File: config.mk
export PLATFORM = sky130hd
export DESIGN_NAME = round_robin_task_scheduler_core_flat
export DESIGN_NICKNAME = d
export VERILOG_FILES = /design/src/rtl/rrts_pkg.sv /design/src/rtl/rrts_if.sv /design/src/rtl/round_robin_task_scheduler_core.sv /design/src/rtl/rrts_cell.sv /design/src/rtl/rrts_ring.sv /design/src/flat_wrapper.sv
export SDC_FILE = /design/constraint.sdc
export NUM_CORES = 2
export LEC_CHECK = 0
export BUFFER_PORTS_ARGS = -buffer_cell sky130_fd_sc_hd__buf_2
export CORE_ASPECT_RATIO = 0.5
export CORE_MARGIN = 5
export CORE_UTILIZATION = 55
export CTS_BUF_LIST = sky130_fd_sc_hd__clkbuf_4
export DETAILED_ROUTE_END_ITERATION = 6
export PLACE_DENSITY = 0.72
export RECOVER_POWER = 50
export SLEW_MARGIN = 20
export SYNTH_ARGS = -nofsm -noshare
export SYNTH_HDL_FRONTEND = slang
export SYNTH_SLANG_ARGS = --single-unit
File: constraint.sdc
create_clock -name clk -period 54.2 [get_ports clk]
set_input_delay 5.42 -clock clk [delete_from_list [all_inputs] [get_ports clk]]
set_output_delay 5.42 -clock clk [all_outputs]
set_load 0.02 [all_outputs]
File: src/rtl/rrts_pkg.sv
package rrts_pkg;

	localparam int unsigned DEFAULT_SLOTS = 10;
	localparam logic [31:0] IDLE_ID = 32'hFFFF_FFFF;
	localparam logic [31:0] IDLE_STACK = 32'd100;
	localparam logic [31:0] FRAME_BYTES = 32'd64;
	localparam logic [31:0] RESCHED_START = 32'd100;
	// Last phase of the tick counter within one reschedule period of ten ticks.
	localparam logic [3:0] RESCHED_PH_LAST = 4'd9;
	localparam logic [4:0] PRIO_NONE = 5'd31;

	localparam logic [31:0] RST_STACK_BASE = 32'd537001984;
	localparam logic [31:0] RST_TOTAL_STACK = 32'd65536;
	localparam logic [31:0] RST_MAIN_STACK = 32'd1024;

	typedef enum logic [1:0] {
		REG_STACK_BASE = 2'd0,
		REG_TOTAL_STACK = 2'd1,
		REG_MAIN_STACK = 2'd2
	} reg_idx_t;

	typedef enum logic [3:0] {
		FN_TICK = 4'd0,
		FN_SWITCH = 4'd1,
		FN_ADD = 4'd2,
		FN_PAUSE = 4'd3,
		FN_RESUME = 4'd4,
		FN_DELETE = 4'd5,
		FN_RESTART = 4'd6,
		FN_DELAY = 4'd7,
		FN_PRIO_ON = 4'd8,
		FN_PRIO_OFF = 4'd9,
		FN_INIT = 4'd10,
		FN_START = 4'd11
	} func_t;

	typedef enum logic [2:0] {
		ST_OK = 3'd0,
		ST_NOT_FOUND = 3'd1,
		ST_DUP_ID = 3'd2,
		ST_DUP_ENTRY = 3'd3,
		ST_FULL = 3'd4,
		ST_NO_STACK = 3'd5,
		ST_SELF = 3'd6,
		ST_ALREADY = 3'd7
	} status_t;

	typedef enum logic [1:0] {
		MODE_RUN = 2'd0,
		MODE_PAUSE = 2'd1,
		MODE_PRIO = 2'd2
	} mode_t;

	typedef enum logic [2:0] {
		S_IDLE,
		S_SCAN,
		S_EXEC,
		S_OUT
	} state_t;

	// One slot as it travels around the ring.
	typedef struct packed {
		logic valid;
		logic [31:0] id;
		logic [31:0] entry;
		logic [31:0] sp;
		logic [1:0] mode;
		logic [31:0] wake;
		logic [31:0] stack_top;
	} slot_t;

	// Write command that the controller aims at the slot sitting at the ring head.
	typedef struct packed {
		logic rotate;
		logic clear_all;
		logic wr;
		slot_t data;
	} ring_ctl_t;

endpackage

File: src/rtl/rrts_if.sv
interface rrts_cmd_if;
	logic valid;
	logic ready;
	logic [3:0] func;
	logic [31:0] task_id;
	logic [31:0] entry_addr;
	logic [31:0] stack_bytes;
	logic [31:0] saved_sp;
	logic [31:0] delay_ticks;
	modport source (output valid, func, task_id, entry_addr, stack_bytes, saved_sp,
		delay_ticks, input ready);
	modport sink (input valid, func, task_id, entry_addr, stack_bytes, saved_sp,
		delay_ticks, output ready);
endinterface

interface rrts_rsp_if;
	logic valid;
	logic ready;
	logic [2:0] status;
	logic [31:0] next_sp;
	logic [31:0] frame_top;
	logic resched_req;
	logic [3:0] cur_slot;
	modport source (output valid, status, next_sp, frame_top, resched_req, cur_slot,
		input ready);
	modport sink (input valid, status, next_sp, frame_top, resched_req, cur_slot,
		output ready);
endinterface

File: src/rtl/round_robin_task_scheduler_core.sv
// Channel  Dir  Handshake    Payload
// cmd      in   valid/ready  func, task_id, entry_addr, stack_bytes, saved_sp, delay_ticks
// rsp      out  valid/ready  status, next_sp, frame_top, resched_req, cur_slot
// cfg      in   cfg_we       cfg_idx, cfg_data (stack base, stack budget, main stack reserve)
//
// The slot table is a ring of SLOTS cells that rotates by one slot a cycle while a
// command scans the table or seeks its target. Every command first takes one full
// revolution to scan the table, then up to SLOTS-1 more rotations bring the target
// slot to the head, where the execute step acts on it and fills the response
// register; the response is then raised valid and held in the output state.
// Reset clears the valid bits and the scheduler registers at once; no pass.
// A new command is taken only after the response of the previous one has been
// taken, so response back-pressure simply holds the block.
module round_robin_task_scheduler_core #(
	parameter int unsigned SLOTS = rrts_pkg::DEFAULT_SLOTS
) (
	input logic clk,
	input logic arst_n,
	rrts_cmd_if.sink cmd,
	rrts_rsp_if.source rsp,
	input logic cfg_we,
	input logic [1:0] cfg_idx,
	input logic [31:0] cfg_data
);
	import rrts_pkg::*;

	localparam int unsigned PW = (SLOTS > 1) ? $clog2(SLOTS) : 1;
	localparam logic [PW-1:0] LAST = PW'(SLOTS - 1);

	// Configuration registers.
	logic [31:0] stack_base_q, total_stack_q, main_stack_q;
	always_ff @(posedge clk or negedge arst_n) begin
		if (!arst_n) begin
			stack_base_q <= RST_STACK_BASE;
			total_stack_q <= RST_TOTAL_STACK;
			main_stack_q <= RST_MAIN_STACK;
		end else if (cfg_we) begin
			unique case (cfg_idx)
				REG_STACK_BASE: stack_base_q <= cfg_data;
				REG_TOTAL_STACK: total_stack_q <= cfg_data;
				REG_MAIN_STACK: main_stack_q <= cfg_data;
				default: ;
			endcase
		end
	end

	// Scheduler state.
	state_t state_q, state_d;
	logic [PW-1:0] head_q;     // slot number sitting in cell 0
	logic [PW-1:0] cnt_q;      // rotations done in this revolution
	logic [3:0] cur_q;
	logic [4:0] prio_q;
	logic [31:0] tick_q, used_q;
	logic [3:0] tick_ph_q;     // tick count modulo the reschedule period
	logic run_q;

	// Captured command.
	logic [3:0] func_q;
	logic [31:0] id_q, entry_q, bytes_q, sp_in_q, dly_q;

	// Scan results.
	logic id_hit_q, entry_hit_q, free_hit_q, sel_hit_q;
	logic [PW-1:0] id_slot_q, free_slot_q, sel_slot_q;
	logic [31:0] sel_sp_q, zero_sp_q;
	logic ex_done_q;

	// Response register.
	logic rsp_valid_q;
	logic [2:0] status_q;
	logic [31:0] next_sp_q, top_q;
	logic resched_q;

	ring_ctl_t ctl;
	slot_t head;

	rrts_ring #(.SLOTS(SLOTS)) u_ring (
		.clk(clk),
		.arst_n(arst_n),
		.ctl(ctl),
		.head(head)
	);

	// Round-robin base: the last slot wraps to slot 0 before the scan.
	logic [PW-1:0] rr_base;
	assign rr_base = (cur_q[PW-1:0] == LAST) ? '0 : cur_q[PW-1:0];

	// Distance of the head slot after the base, 1..SLOTS-1 for scanned slots.
	logic [PW:0] rr_dist;
	always_comb begin
		if (head_q > rr_base) begin
			rr_dist = {1'b0, head_q} - {1'b0, rr_base};
		end else begin
			rr_dist = {1'b0, head_q} + (PW+1)'(SLOTS) - {1'b0, rr_base};
		end
	end

	logic sel_ok;
	always_comb begin
		sel_ok = head.valid && (head.mode != MODE_PAUSE) && (head.wake <= tick_q);
		if (prio_q != PRIO_NONE && prio_q != 5'd0 && prio_q != 5'(head_q)) begin
			sel_ok = 1'b0;
		end
		if (head_q == rr_base) begin
			sel_ok = 1'b0;
		end
	end

	// Distance of the current best selection.
	logic [PW:0] sel_dist;
	always_comb begin
		if (sel_slot_q > rr_base) begin
			sel_dist = {1'b0, sel_slot_q} - {1'b0, rr_base};
		end else begin
			sel_dist = {1'b0, sel_slot_q} + (PW+1)'(SLOTS) - {1'b0, rr_base};
		end
	end

	// Slot that a switch makes current; slot 0 when nothing qualifies.
	logic [3:0] sw_cur;
	assign sw_cur = sel_hit_q ? 4'(sel_slot_q) : 4'd0;

	// Which slot the execute step works on. A lookup that missed works on the
	// current slot, where it only reports its status.
	logic [PW-1:0] tgt_d;
	always_comb begin
		unique case (func_q) inside
			FN_ADD, FN_INIT: tgt_d = free_hit_q ? free_slot_q : cur_q[PW-1:0];
			FN_PAUSE, FN_RESUME, FN_DELETE, FN_RESTART: begin
				tgt_d = id_hit_q ? id_slot_q : cur_q[PW-1:0];
			end
			FN_START: tgt_d = '0;
			default: tgt_d = cur_q[PW-1:0];
		endcase
	end

	logic at_target;
	assign at_target = (head_q == tgt_d);

	// Budget check for add and init.
	logic [31:0] req_bytes, used_base, used_new;
	logic no_stack;
	always_comb begin
		req_bytes = (func_q == FN_INIT) ? IDLE_STACK : bytes_q;
		used_base = (func_q == FN_INIT) ? main_stack_q : used_q;
		no_stack = (used_base > total_stack_q) || ((total_stack_q - used_base) < req_bytes);
		used_new = used_base + req_bytes;
	end

	// Phase of the tick counter after one more tick; the 32-bit wrap lands on zero.
	logic [3:0] tick_ph_d;
	always_comb begin
		if (tick_q == '1 || tick_ph_q == RESCHED_PH_LAST) begin
			tick_ph_d = '0;
		end else begin
			tick_ph_d = tick_ph_q + 4'd1;
		end
	end

	// Next state.
	always_comb begin
		state_d = state_q;
		unique case (state_q)
			S_IDLE: if (cmd.valid && cmd.ready) state_d = S_SCAN;
			S_SCAN: if (cnt_q == LAST) state_d = S_EXEC;
			S_EXEC: if (ex_done_q) state_d = S_OUT;
			S_OUT: if (rsp.ready || !rsp_valid_q) state_d = S_IDLE;
			default: state_d = S_IDLE;
		endcase
	end

	// The ring is clocked on every scan cycle and every execute cycle not at the target.
	logic ex_fire;
	assign ex_fire = (state_q == S_EXEC) && !ex_done_q && at_target;

	// Write decision at the head, and the response it produces.
	slot_t wr_slot;
	logic do_wr, do_clear;
	logic [2:0] st_d;
	logic [31:0] nsp_d, top_d;
	logic rs_d;
	always_comb begin
		wr_slot = head;
		do_wr = 1'b0;
		do_clear = 1'b0;
		st_d = ST_OK;
		nsp_d = '0;
		top_d = '0;
		rs_d = 1'b0;
		case (func_q) inside
			FN_TICK: begin
				rs_d = run_q && ((tick_q + 32'd1) >= RESCHED_START) && (tick_ph_d == '0);
			end
			FN_SWITCH: begin
				// The pointer just saved is the answer when the current slot is
				// picked again; otherwise the scan kept the chosen slot's pointer.
				do_wr = 1'b1;
				wr_slot.sp = sp_in_q;
				if (sw_cur == cur_q) nsp_d = sp_in_q;
				else if (sel_hit_q) nsp_d = sel_sp_q;
				else nsp_d = zero_sp_q;
			end
			FN_ADD, FN_INIT: begin
				if (func_q == FN_ADD && id_hit_q) st_d = ST_DUP_ID;
				else if (func_q == FN_ADD && entry_hit_q) st_d = ST_DUP_ENTRY;
				else if (func_q == FN_ADD && !free_hit_q) st_d = ST_FULL;
				else if (no_stack) st_d = ST_NO_STACK;
				else begin
					do_wr = 1'b1;
					wr_slot.valid = 1'b1;
					wr_slot.id = (func_q == FN_INIT) ? IDLE_ID : id_q;
					wr_slot.entry = entry_q;
					wr_slot.stack_top = stack_base_q - used_new;
					wr_slot.sp = stack_base_q - used_new - FRAME_BYTES;
					wr_slot.mode = MODE_RUN;
					wr_slot.wake = '0;
					top_d = stack_base_q - used_new;
				end
			end
			FN_PAUSE: begin
				if (!id_hit_q) st_d = ST_NOT_FOUND;
				else if (head.mode == MODE_PAUSE) st_d = ST_ALREADY;
				else begin
					do_wr = 1'b1;
					wr_slot.mode = MODE_PAUSE;
					rs_d = (4'(id_slot_q) == cur_q);
				end
			end
			FN_RESUME: begin
				if (!id_hit_q) st_d = ST_NOT_FOUND;
				else if (head.mode == MODE_RUN) st_d = ST_ALREADY;
				else begin
					do_wr = 1'b1;
					wr_slot.mode = MODE_RUN;
				end
			end
			FN_DELETE: begin
				if (!id_hit_q) st_d = ST_NOT_FOUND;
				else if (4'(id_slot_q) == cur_q) st_d = ST_SELF;
				else begin
					do_wr = 1'b1;
					wr_slot.valid = 1'b0;
				end
			end
			FN_RESTART: begin
				if (!id_hit_q) st_d = ST_NOT_FOUND;
				else if (4'(id_slot_q) == cur_q) st_d = ST_SELF;
				else begin
					do_wr = 1'b1;
					wr_slot.mode = MODE_RUN;
					wr_slot.wake = '0;
					wr_slot.sp = head.stack_top - FRAME_BYTES;
					top_d = head.stack_top;
				end
			end
			FN_DELAY: begin
				if (cur_q != 4'd0) begin
					do_wr = 1'b1;
					wr_slot.wake = tick_q + dly_q;
					rs_d = 1'b1;
				end
			end
			FN_PRIO_ON: begin
				if (head.mode == MODE_PRIO) st_d = ST_ALREADY;
				else begin
					do_wr = 1'b1;
					wr_slot.mode = MODE_PRIO;
				end
			end
			FN_PRIO_OFF: begin
				if (head.mode == MODE_RUN) st_d = ST_ALREADY;
				else begin
					do_wr = 1'b1;
					wr_slot.mode = MODE_RUN;
				end
			end
			FN_START: nsp_d = head.sp;
			default: ;
		endcase
		if (func_q == FN_INIT) do_clear = 1'b1;
	end

	// Ring controls. Init clears all valid bits on the first scan cycle, before
	// the free-slot search, so the idle task always lands in slot 0.
	logic init_clear;
	assign init_clear = (state_q == S_SCAN) && (cnt_q == '0) && (func_q == FN_INIT);

	always_comb begin
		ctl.rotate = (state_q == S_SCAN) || ((state_q == S_EXEC) && !ex_done_q && !at_target);
		ctl.clear_all = init_clear && do_clear;
		ctl.wr = ex_fire && do_wr;
		ctl.data = wr_slot;
	end

	assign cmd.ready = (state_q == S_IDLE);

	always_ff @(posedge clk or negedge arst_n) begin
		if (!arst_n) begin
			state_q <= S_IDLE;
			head_q <= '0;
			cnt_q <= '0;
			cur_q <= '0;
			prio_q <= PRIO_NONE;
			tick_q <= '0;
			tick_ph_q <= '0;
			used_q <= '0;
			run_q <= 1'b0;
			ex_done_q <= 1'b0;
			rsp_valid_q <= 1'b0;
		end else begin
			state_q <= state_d;
			if (ctl.rotate) begin
				head_q <= (head_q == LAST) ? '0 : head_q + PW'(1);
			end
			if (state_q == S_IDLE) begin
				cnt_q <= '0;
				ex_done_q <= 1'b0;
			end else if (state_q == S_SCAN) begin
				cnt_q <= cnt_q + PW'(1);
			end
			if (ex_fire) begin
				ex_done_q <= 1'b1;
				unique case (func_t'(func_q))
					FN_TICK: begin
						if (run_q) begin
							tick_q <= tick_q + 32'd1;
							tick_ph_q <= tick_ph_d;
						end
					end
					FN_SWITCH: cur_q <= sw_cur;
					FN_ADD: if (st_d == ST_OK) used_q <= used_new;
					FN_INIT: begin
						used_q <= (st_d == ST_OK) ? used_new : main_stack_q;
						cur_q <= '0;
						tick_q <= '0;
						tick_ph_q <= '0;
						run_q <= 1'b0;
					end
					FN_START: begin
						cur_q <= '0;
						run_q <= 1'b1;
					end
					FN_PRIO_ON: if (st_d == ST_OK) prio_q <= 5'(cur_q);
					FN_PRIO_OFF: if (st_d == ST_OK) prio_q <= PRIO_NONE;
					default: ;
				endcase
			end
			if (rsp_valid_q && rsp.ready) begin
				rsp_valid_q <= 1'b0;
			end else if (state_q == S_EXEC && ex_done_q) begin
				rsp_valid_q <= 1'b1;
			end
		end
	end

	always_ff @(posedge clk) begin
		if (cmd.valid && cmd.ready) begin
			func_q <= cmd.func;
			id_q <= cmd.task_id;
			entry_q <= cmd.entry_addr;
			bytes_q <= cmd.stack_bytes;
			sp_in_q <= cmd.saved_sp;
			dly_q <= cmd.delay_ticks;
			id_hit_q <= 1'b0;
			entry_hit_q <= 1'b0;
			free_hit_q <= 1'b0;
			sel_hit_q <= 1'b0;
		end
		if (state_q == S_SCAN) begin
			// Lowest slot number wins for id and free slot, as in a forward search.
			if (head.valid && !init_clear && head.id == id_q
				&& (!id_hit_q || head_q < id_slot_q)) begin
				id_hit_q <= 1'b1;
				id_slot_q <= head_q;
			end
			if (head.valid && !init_clear && head.entry == entry_q) entry_hit_q <= 1'b1;
			if ((!head.valid || init_clear) && (!free_hit_q || head_q < free_slot_q)) begin
				free_hit_q <= 1'b1;
				free_slot_q <= head_q;
			end
			if (sel_ok && (!sel_hit_q || rr_dist < sel_dist)) begin
				sel_hit_q <= 1'b1;
				sel_slot_q <= head_q;
				sel_sp_q <= head.sp;
			end
			// Slot 0 is the fallback of a switch that finds nothing to run.
			if (head_q == '0) zero_sp_q <= head.sp;
		end
		if (ex_fire) begin
			status_q <= st_d;
			next_sp_q <= nsp_d;
			top_q <= top_d;
			resched_q <= rs_d;
		end
	end

	assign rsp.valid = rsp_valid_q;
	assign rsp.status = status_q;
	assign rsp.next_sp = next_sp_q;
	assign rsp.frame_top = top_q;
	assign rsp.resched_req = resched_q;
	assign rsp.cur_slot = cur_q;
endmodule

File: src/rtl/rrts_cell.sv
module rrts_cell (
	input logic clk,
	input logic arst_n,
	input logic rotate,
	input logic clear_all,
	input logic wr,
	input rrts_pkg::slot_t wr_data,
	input rrts_pkg::slot_t from_prev,
	output rrts_pkg::slot_t slot
);
	import rrts_pkg::*;

	slot_t data_q;
	logic valid_q;

	// Valid bit is control state; the rest of the slot is payload.
	always_ff @(posedge clk or negedge arst_n) begin
		if (!arst_n) begin
			valid_q <= 1'b0;
		end else if (clear_all) begin
			valid_q <= 1'b0;
		end else if (wr) begin
			valid_q <= wr_data.valid;
		end else if (rotate) begin
			valid_q <= from_prev.valid;
		end
	end

	always_ff @(posedge clk) begin
		if (wr) begin
			data_q <= wr_data;
		end else if (rotate) begin
			data_q <= from_prev;
		end
	end

	always_comb begin
		slot = data_q;
		slot.valid = valid_q;
	end
endmodule

File: src/rtl/rrts_ring.sv
module rrts_ring #(
	parameter int unsigned SLOTS = rrts_pkg::DEFAULT_SLOTS
) (
	input logic clk,
	input logic arst_n,
	input rrts_pkg::ring_ctl_t ctl,
	output rrts_pkg::slot_t head
);
	import rrts_pkg::*;

	slot_t cells [SLOTS];

	// Cell k takes from cell k+1 on a rotate, so the head walks up through the
	// slot numbers; the controller writes only the head.
	for (genvar k = 0; k < SLOTS; k++) begin : g_cell
		rrts_cell u_cell (
			.clk(clk),
			.arst_n(arst_n),
			.rotate(ctl.rotate),
			.clear_all(ctl.clear_all),
			.wr(ctl.wr && (k == 0)),
			.wr_data(ctl.data),
			.from_prev(cells[(k + 1) % SLOTS]),
			.slot(cells[k])
		);
	end

	assign head = cells[0];
endmodule

File: src/flat_wrapper.sv
// flat-port wrapper written by rule: the top's interface ports become plain ports
module round_robin_task_scheduler_core_flat import rrts_pkg::*;
#(
	parameter int unsigned SLOTS = rrts_pkg::DEFAULT_SLOTS
)
  (clk, arst_n, cfg_we, cfg_idx, cfg_data, cmd_valid, cmd_func, cmd_task_id, cmd_entry_addr, cmd_stack_bytes, cmd_saved_sp, cmd_delay_ticks, cmd_ready, rsp_valid, rsp_status, rsp_next_sp, rsp_frame_top, rsp_resched_req, rsp_cur_slot, rsp_ready);
  rrts_cmd_if cmd_i ();
  rrts_rsp_if rsp_i ();
  input logic clk;
  input logic arst_n;
  input logic cfg_we;
  input logic [1:0] cfg_idx;
  input logic [31:0] cfg_data;
  input wire logic [$bits(cmd_i.valid)-1:0] cmd_valid;
  input wire logic [$bits(cmd_i.func)-1:0] cmd_func;
  input wire logic [$bits(cmd_i.task_id)-1:0] cmd_task_id;
  input wire logic [$bits(cmd_i.entry_addr)-1:0] cmd_entry_addr;
  input wire logic [$bits(cmd_i.stack_bytes)-1:0] cmd_stack_bytes;
  input wire logic [$bits(cmd_i.saved_sp)-1:0] cmd_saved_sp;
  input wire logic [$bits(cmd_i.delay_ticks)-1:0] cmd_delay_ticks;
  output wire logic [$bits(cmd_i.ready)-1:0] cmd_ready;
  output wire logic [$bits(rsp_i.valid)-1:0] rsp_valid;
  output wire logic [$bits(rsp_i.status)-1:0] rsp_status;
  output wire logic [$bits(rsp_i.next_sp)-1:0] rsp_next_sp;
  output wire logic [$bits(rsp_i.frame_top)-1:0] rsp_frame_top;
  output wire logic [$bits(rsp_i.resched_req)-1:0] rsp_resched_req;
  output wire logic [$bits(rsp_i.cur_slot)-1:0] rsp_cur_slot;
  input wire logic [$bits(rsp_i.ready)-1:0] rsp_ready;
  assign cmd_i.valid = cmd_valid;
  assign cmd_i.func = cmd_func;
  assign cmd_i.task_id = cmd_task_id;
  assign cmd_i.entry_addr = cmd_entry_addr;
  assign cmd_i.stack_bytes = cmd_stack_bytes;
  assign cmd_i.saved_sp = cmd_saved_sp;
  assign cmd_i.delay_ticks = cmd_delay_ticks;
  assign cmd_ready = cmd_i.ready;
  assign rsp_valid = rsp_i.valid;
  assign rsp_status = rsp_i.status;
  assign rsp_next_sp = rsp_i.next_sp;
  assign rsp_frame_top = rsp_i.frame_top;
  assign rsp_resched_req = rsp_i.resched_req;
  assign rsp_cur_slot = rsp_i.cur_slot;
  assign rsp_i.ready = rsp_ready;
  round_robin_task_scheduler_core #(.SLOTS(SLOTS)) u_core (.clk(clk), .arst_n(arst_n), .cmd(cmd_i), .rsp(rsp_i), .cfg_we(cfg_we), .cfg_idx(cfg_idx), .cfg_data(cfg_data));
endmodule
# Word level (Yosys, flattened, before mapping)
# Index checks and enable logic that the tools add are counted.
# totals
reg_bits,2129
out_inout_bits,74
wordCells,487
# op_classes
addsub,16
magnitude_cmp,9
n_eq_ne,76
muxes,200
n_reduce_logical,83
# op_table
op,count
$mux 32,48
$mux 163,4
$mux 162,2
$mux 64,3
$mux 66,2
$pmux 32 s2,2
$mux 1,80
$mux 3,25
$add 32x32->32,2
$eq 32x32->1,2
$sub 32x32->32,2
$sub 32x7->32 const B,2
$ne 4x3->1 const B,10
$mux 4,9
$add 32x1->32 const B,1
$eq 32x32->1 const B,1
$eq 4x4->1 const B,8
$ge 32x7->1 const B,1
$gt 32x32->1,1
$le 32x32->1,1
$lt 32x32->1,1
$mux 2,15
$logic_and 1x1->1,25
$ne 3x3->1 const B,7
50 further kinds,130

# Logic depth before layout (Yosys ltp)
# depth
depth_word,15
depth_mapped,35

# Cells and area by module
# A second synthesis with hierarchy kept.
# unflattened
hier_cells,7163
hier_area_um2,103264.0
# modules_own_cells
module,instances,cells_each,area_each_um2,seq_area_each_um2
rrts_cell,10,349,6951.7,4889.7
round_robin_task_scheduler_core,1,3672,33743.6,13994.7
rrts_ring,1,1,3.8,0.0

# Worst setup path after synthesis
# OpenSTA, ideal clock, no wires.
# synth_timing
kind,reg2reg
startpoint,register u_core.func_q[2]
endpoint,"register u_core.u_ring.g_cell[0].u_cell.data_q, in the netlist u_core.u_ring.g_cell[0].u_cell.slot[0] (enable)"
setup_time_ns,0.551
t_arrival_ns,47.959
path_slack_ns,5.690
path_stages_with_launch,12
n_path_buf,3
cell_sequence,edfxtp_1 -> buf_2 -> nand2b_1 -> o32ai_1 -> o221ai_1 -> xnor2_1 -> nor4_1 -> o21bai_1 -> clkbuf_1 -> buf_1 -> nor2_1 -> nor2_1
# synth_between
elab_chain_cells,15
elab_cells_between_ends,53
cone_classes,add/sub: 1; order compare: 2; eq/ne: 19; mux: 17; reduce/logical: 14
# synth_rtl
item,line,text
start: declaration,round_robin_task_scheduler_core.sv:58,logic [3:0] func_q;
start signal: assignment,round_robin_task_scheduler_core.sv:357,func_q <= cmd.func;
$eq 4x4->1,"round_robin_task_scheduler_core.sv:143, round_robin_task_scheduler_core.sv:144",
$mux 32,round_robin_task_scheduler_core.sv:144,used_base = (func_q == FN_INIT) ? main_stack_q : used_q;
$sub 32x32->32,round_robin_task_scheduler_core.sv:145,no_stack = (used_base > total_stack_q) || ((total_stack_q - used_base) < req_bytes);
$lt 32x32->1,round_robin_task_scheduler_core.sv:145,
$logic_or 1x1->1,round_robin_task_scheduler_core.sv:145,
$mux 1,round_robin_task_scheduler_core.sv:206,else if (no_stack) st_d = ST_NO_STACK;
$mux 1,round_robin_task_scheduler_core.sv:205,else if (func_q == FN_ADD && !free_hit_q) st_d = ST_FULL;
$mux 1,round_robin_task_scheduler_core.sv:204,else if (func_q == FN_ADD && entry_hit_q) st_d = ST_DUP_ENTRY;
$mux 1,round_robin_task_scheduler_core.sv:203,if (func_q == FN_ADD && id_hit_q) st_d = ST_DUP_ID;
$mux 1 (3 in a row),round_robin_task_scheduler_core.sv:189,case (func_q) inside
$logic_and 1x1->1,round_robin_task_scheduler_core.sv:290,ctl.wr = ex_fire && do_wr;
$ne 2x2->1 (no source line) (tied with other cells),n/a,
$reduce_and 8->1 (no source line) (*),n/a,
end signal: assignment,rrts_cell.sv:31,data_q <= wr_data;
end signal: assignment,rrts_cell.sv:33,data_q <= from_prev;
end: declaration,rrts_cell.sv:13,slot_t data_q;
# Every way passes the cells marked *; elsewhere a longest branch is shown, timed or not.
# A chain may end at the register's enable or synchronous reset.

# Worst setup path in the final report
# layout_timing
startpoint,register u_core.func_q[2]
endpoint,"register u_core.u_ring.g_cell[0].u_cell.data_q, in the netlist u_core.u_ring.g_cell[0].u_cell.slot[59] (enable)"
# layout_between
elab_chain_cells,15
elab_cells_between_ends,59
cone_classes,add/sub: 1; order compare: 2; eq/ne: 25; mux: 17; reduce/logical: 14
# layout_rtl
item,line
$eq 4x4->1,"round_robin_task_scheduler_core.sv:143, round_robin_task_scheduler_core.sv:144"
$mux 32,round_robin_task_scheduler_core.sv:144
$sub 32x32->32,round_robin_task_scheduler_core.sv:145
$lt 32x32->1,round_robin_task_scheduler_core.sv:145
$logic_or 1x1->1,round_robin_task_scheduler_core.sv:145
$mux 1,round_robin_task_scheduler_core.sv:206
$mux 1,round_robin_task_scheduler_core.sv:205
$mux 1,round_robin_task_scheduler_core.sv:204
$mux 1,round_robin_task_scheduler_core.sv:203
$mux 1 (3 in a row),round_robin_task_scheduler_core.sv:189
$logic_and 1x1->1,round_robin_task_scheduler_core.sv:290
$ne 4x3->1 (no source line) (tied with other cells),n/a
$reduce_and 14->1 (no source line) (*),n/a
# Marked as above.

==> qor.csv <==
metric,value,unit
final core occ,61.5,%
FP Rows,100,
Fin. Hold Viols,0,
hold endpoint,u_core.u_ring.g_cell[8].u_cell.slot[133],
Worst Path Arrival,15.53,ns
Resize count post-CTS,0,
"Req. time, crit path",54.88,ns
DRT Pass-1 Iters,7,
Sink Count,2128,
share of the synthesized area in the top cell type,70.2,%
final setup TNS,0,ns
"wirelength, routed",173,mm
filler cell count in the final layout,11000,
YS warnings,0,
HPWL Detailed,110,mm
CTS tree,built,
Worst Hold Depth,0,
Hold Startpoint,u_core.u_ring.g_cell[9].u_cell.slot[133],
NetSw,1.88,mW
1st-iter DRT viols,4649,
synthesis-stage register bit count,2128,
placed cells,7381,
"commonest non-fill, non-tap cell in the layout",edfxtp_1,
Final Setup Violations,0,
CTS max path bufs,4,
CTS buffer count,449,
Clock Power Share,19.7,%
reg-to-reg endpoint,u_core.u_ring.g_cell[0].u_cell.slot[59],
ys async rst share,9.21,%
Leakage Power,34.0,nW
Slew headroom,-509,%
Worst Path Max Fanout,178,
sequential share of power,57.0,%
die footprint,158000,µm²
Worst-Skew Late Latency,1.14,ns
synth top area cells,"edfxtp_1 (70%), dfrtp_1 (5.7%), ha_1 (3.4%)",
minimum clock period,14.85,ns
Clock transition at path regs,0.07,ns
initial antenna violation count,4,
Netlist Area Pre-Place,82400,µm²
Die H,284,µm
Startpoint Class,flip-flop,
Worst R2R Start,u_core.func_q[2],
number of global-route vias before repair,46100,
largest net degree at the start of global routing,194,
ANT nets after route,0,
# DRC,3,
failing checks,"design-rule violations, max-capacitance violations, max-slew violations",
grt total ovfl,0,
setup bufs post-CTS,0,
first-pass GRT wire length,264,mm
Least-Margin Pin Slew,9.14,ns
DIE WIDTH,558,µm
core area,149000,µm²
highest clock rate,67.3,MHz
Netlist cell types,91,
R2R Setup Slk,39.35,ns
status,finished with violations,
Synth Flop Type,edfxtp_1,
CTS root buf,clkbuf_4,
Gate Count Post-Synth,5228,
io pins,277,
CP Class,reg2reg,
Max Slew Vio Count,699,
post-route design area,91600,µm²
Logic pwr share,23.3,%
Max Cap Violations,8,
CP endpoint kind,flip-flop,
cell taking the most area after synthesis,edfxtp_1,
RSZ-0062 raised after global routing,no,
Cell Pwr Density,64.3,nW/µm²
H-tree Lvls,5,
Final #Nets,6280,
area grow syn2layout,11.1,%
Worst Skew,0.111,ns
number of synthesized flops with an enable pin,1928,
post-DR vias/cell,5.64,
syn nets,5665,
Vias,45900,
Total GRT Usage,21.4,%
gp weighted congestion,0.888,
Wirelength per Cell,21.2,µm
"non-filler cells, final",8150,
IO Port Bufs,276,
WHS,0.350,ns
post-route clock period utilization,27.4,%
Tightest Hold Check Type,reg2reg,
share of cells above drive strength 1,18.1,%
placed cell area,86200,µm²
"commonest non-fill, non-tap cells in the layout","edfxtp_1 (1928), clkbuf_4 (650), nand2_1 (535)",
switching share of power,32.0,%
"Seq/Total Area, Yosys",76.3,%
reg2reg path depth,12,
Initial Util,55.4,%
Peak VDD IR,0.0731,mV
mean post-synth cell area,15.8,µm²
internal cell power,4.01,mW
hold bufs inserted after CTS,0,
## power groups by stage
| stage | clock (mW) | sequential (mW) | combinational, mW |
|---|---|---|---|
| 2_1_floorplan | 0 | 4.32 | 0.922 |
| 3_3_place_gp | 0 | 3.28 | 1.32 |
| 3_5_place_dp | 0 | 3.31 | 1.38 |
| 4_1_cts | 1.20 | 3.29 | 1.38 |
| 5_1_grt | 1.29 | 3.43 | 1.52 |
| 6_report | 1.16 | 3.36 | 1.37 |
## Yosys cell counts, types with 30 or more instances
master	n
a21o_1	81
buf_2	34
nand4_1	50
nand3_1	57
and2_1	30
a21oi_1	263
nor2_1	255
o21ai_0	300
dfrtp_1	187
ha_1	224
mux2_2	99
xnor2_1	94
mux2i_1	75
a22o_1	48
nor3_1	52
edfxtp_1	1928
nand2_1	535
inv_1	164
clkbuf_1	107
nor4_1	32
nand2b_1	38
xor2_1	136
## state kept, by name, indices dropped and copies added (netlist names), 32 cells and up
signal,flops
u_core.u_ring.g_cell.u_cell.slot,1620
u_core.rsp.frame_top,32
u_core.dly_q,32
u_core.used_q,32
u_core.rsp.next_sp,32
u_core.id_q,32
u_core.sel_sp_q,32
u_core.stack_base_q,32
u_core.zero_sp_q,32
u_core.sp_in_q,32
u_core.bytes_q,32
u_core.main_stack_q,32
u_core.total_stack_q,32
u_core.entry_q,32
u_core.tick_q,32
## cell families (layout without fill, tap and decap cells)
logic type | after synthesis | in the layout | synth area share [%]
compound gates | 962 | 962 | 7.28
flops | 2128 | 2128 | 76.3
other cells | 0 | 4 | 0
xor+xnor | 231 | 231 | 2.47
simple gates | 1169 | 1169 | 6.43
mux | 176 | 176 | 2.31
fa+ha+maj | 236 | 236 | 3.67
buf+inv | 326 | 1255 | 1.55
## worst max-delay path, stage by stage, from the launching register on
cell and delay [ns]:
edfxtp_1 0.83, nor2b_1 0.34, nand2_1 0.13, o32ai_1 0.41, o221ai_1 0.30, xnor2_1 0.20, nor4_1 0.12, o21bai_4 0.18
clkbuf_1 2.84, clkbuf_1 6.57, o22ai_1 1.31, a31oi_4 0.55, buf_4 0.48
## routing by layer
metal  GRT usage (%)  vias up  wire length (µm)
li1                -    21200                 -
met1            30.8    22800             77300
met2            33.3     1618             80600
met3            3.94      304             10100
met4            7.48        2              4950
met5               0        -                13
## final cells by class
class	count	area, µm²	area share, %
sequential	2128	62900	68.6
inverter	164	622	0.679
clock buffer	650	4880	5.33
multi-input combinational	2774	18400	20.1
antenna	4	10.0	0.0109
timing repair buffer	326	1710	1.87
clock inverter	115	627	0.684
tap	1989	2490	2.72
## how the worst max path moves through the flow
stage	startpoint	endpoint	slack (ns)	cells after the start
after floorplan	u_core.func_q[2]	u_core.u_ring.g_cell[0].u_cell.slot[0]	5.69	11
after global placement	u_core.func_q[0]	u_core.u_ring.g_cell[0].u_cell.slot[132]	44.54	32
after detailed placement	u_core.func_q[3]	u_core.u_ring.g_cell[0].u_cell.slot[142]	44.35	31
after CTS	u_core.func_q[0]	u_core.u_ring.g_cell[0].u_cell.slot[152]	44.25	32
after global routing	u_core.func_q[2]	u_core.u_ring.g_cell[0].u_cell.slot[57]	37.94	12
final	u_core.func_q[2]	u_core.u_ring.g_cell[0].u_cell.slot[59]	39.35	12
## stage by stage
| step | setup slack [ns] | power, mW |
|---|---|---|
| final | 39.35 | 5.89 |
| after global routing | 37.94 | 6.24 |
| after CTS | 44.25 | 5.88 |
| after detailed placement | 44.35 | 4.69 |
| after global placement | 44.54 | 4.60 |
| after floorplan | 5.69 | 5.24 |
No activity file was read; power rests on OpenSTA's default activity.
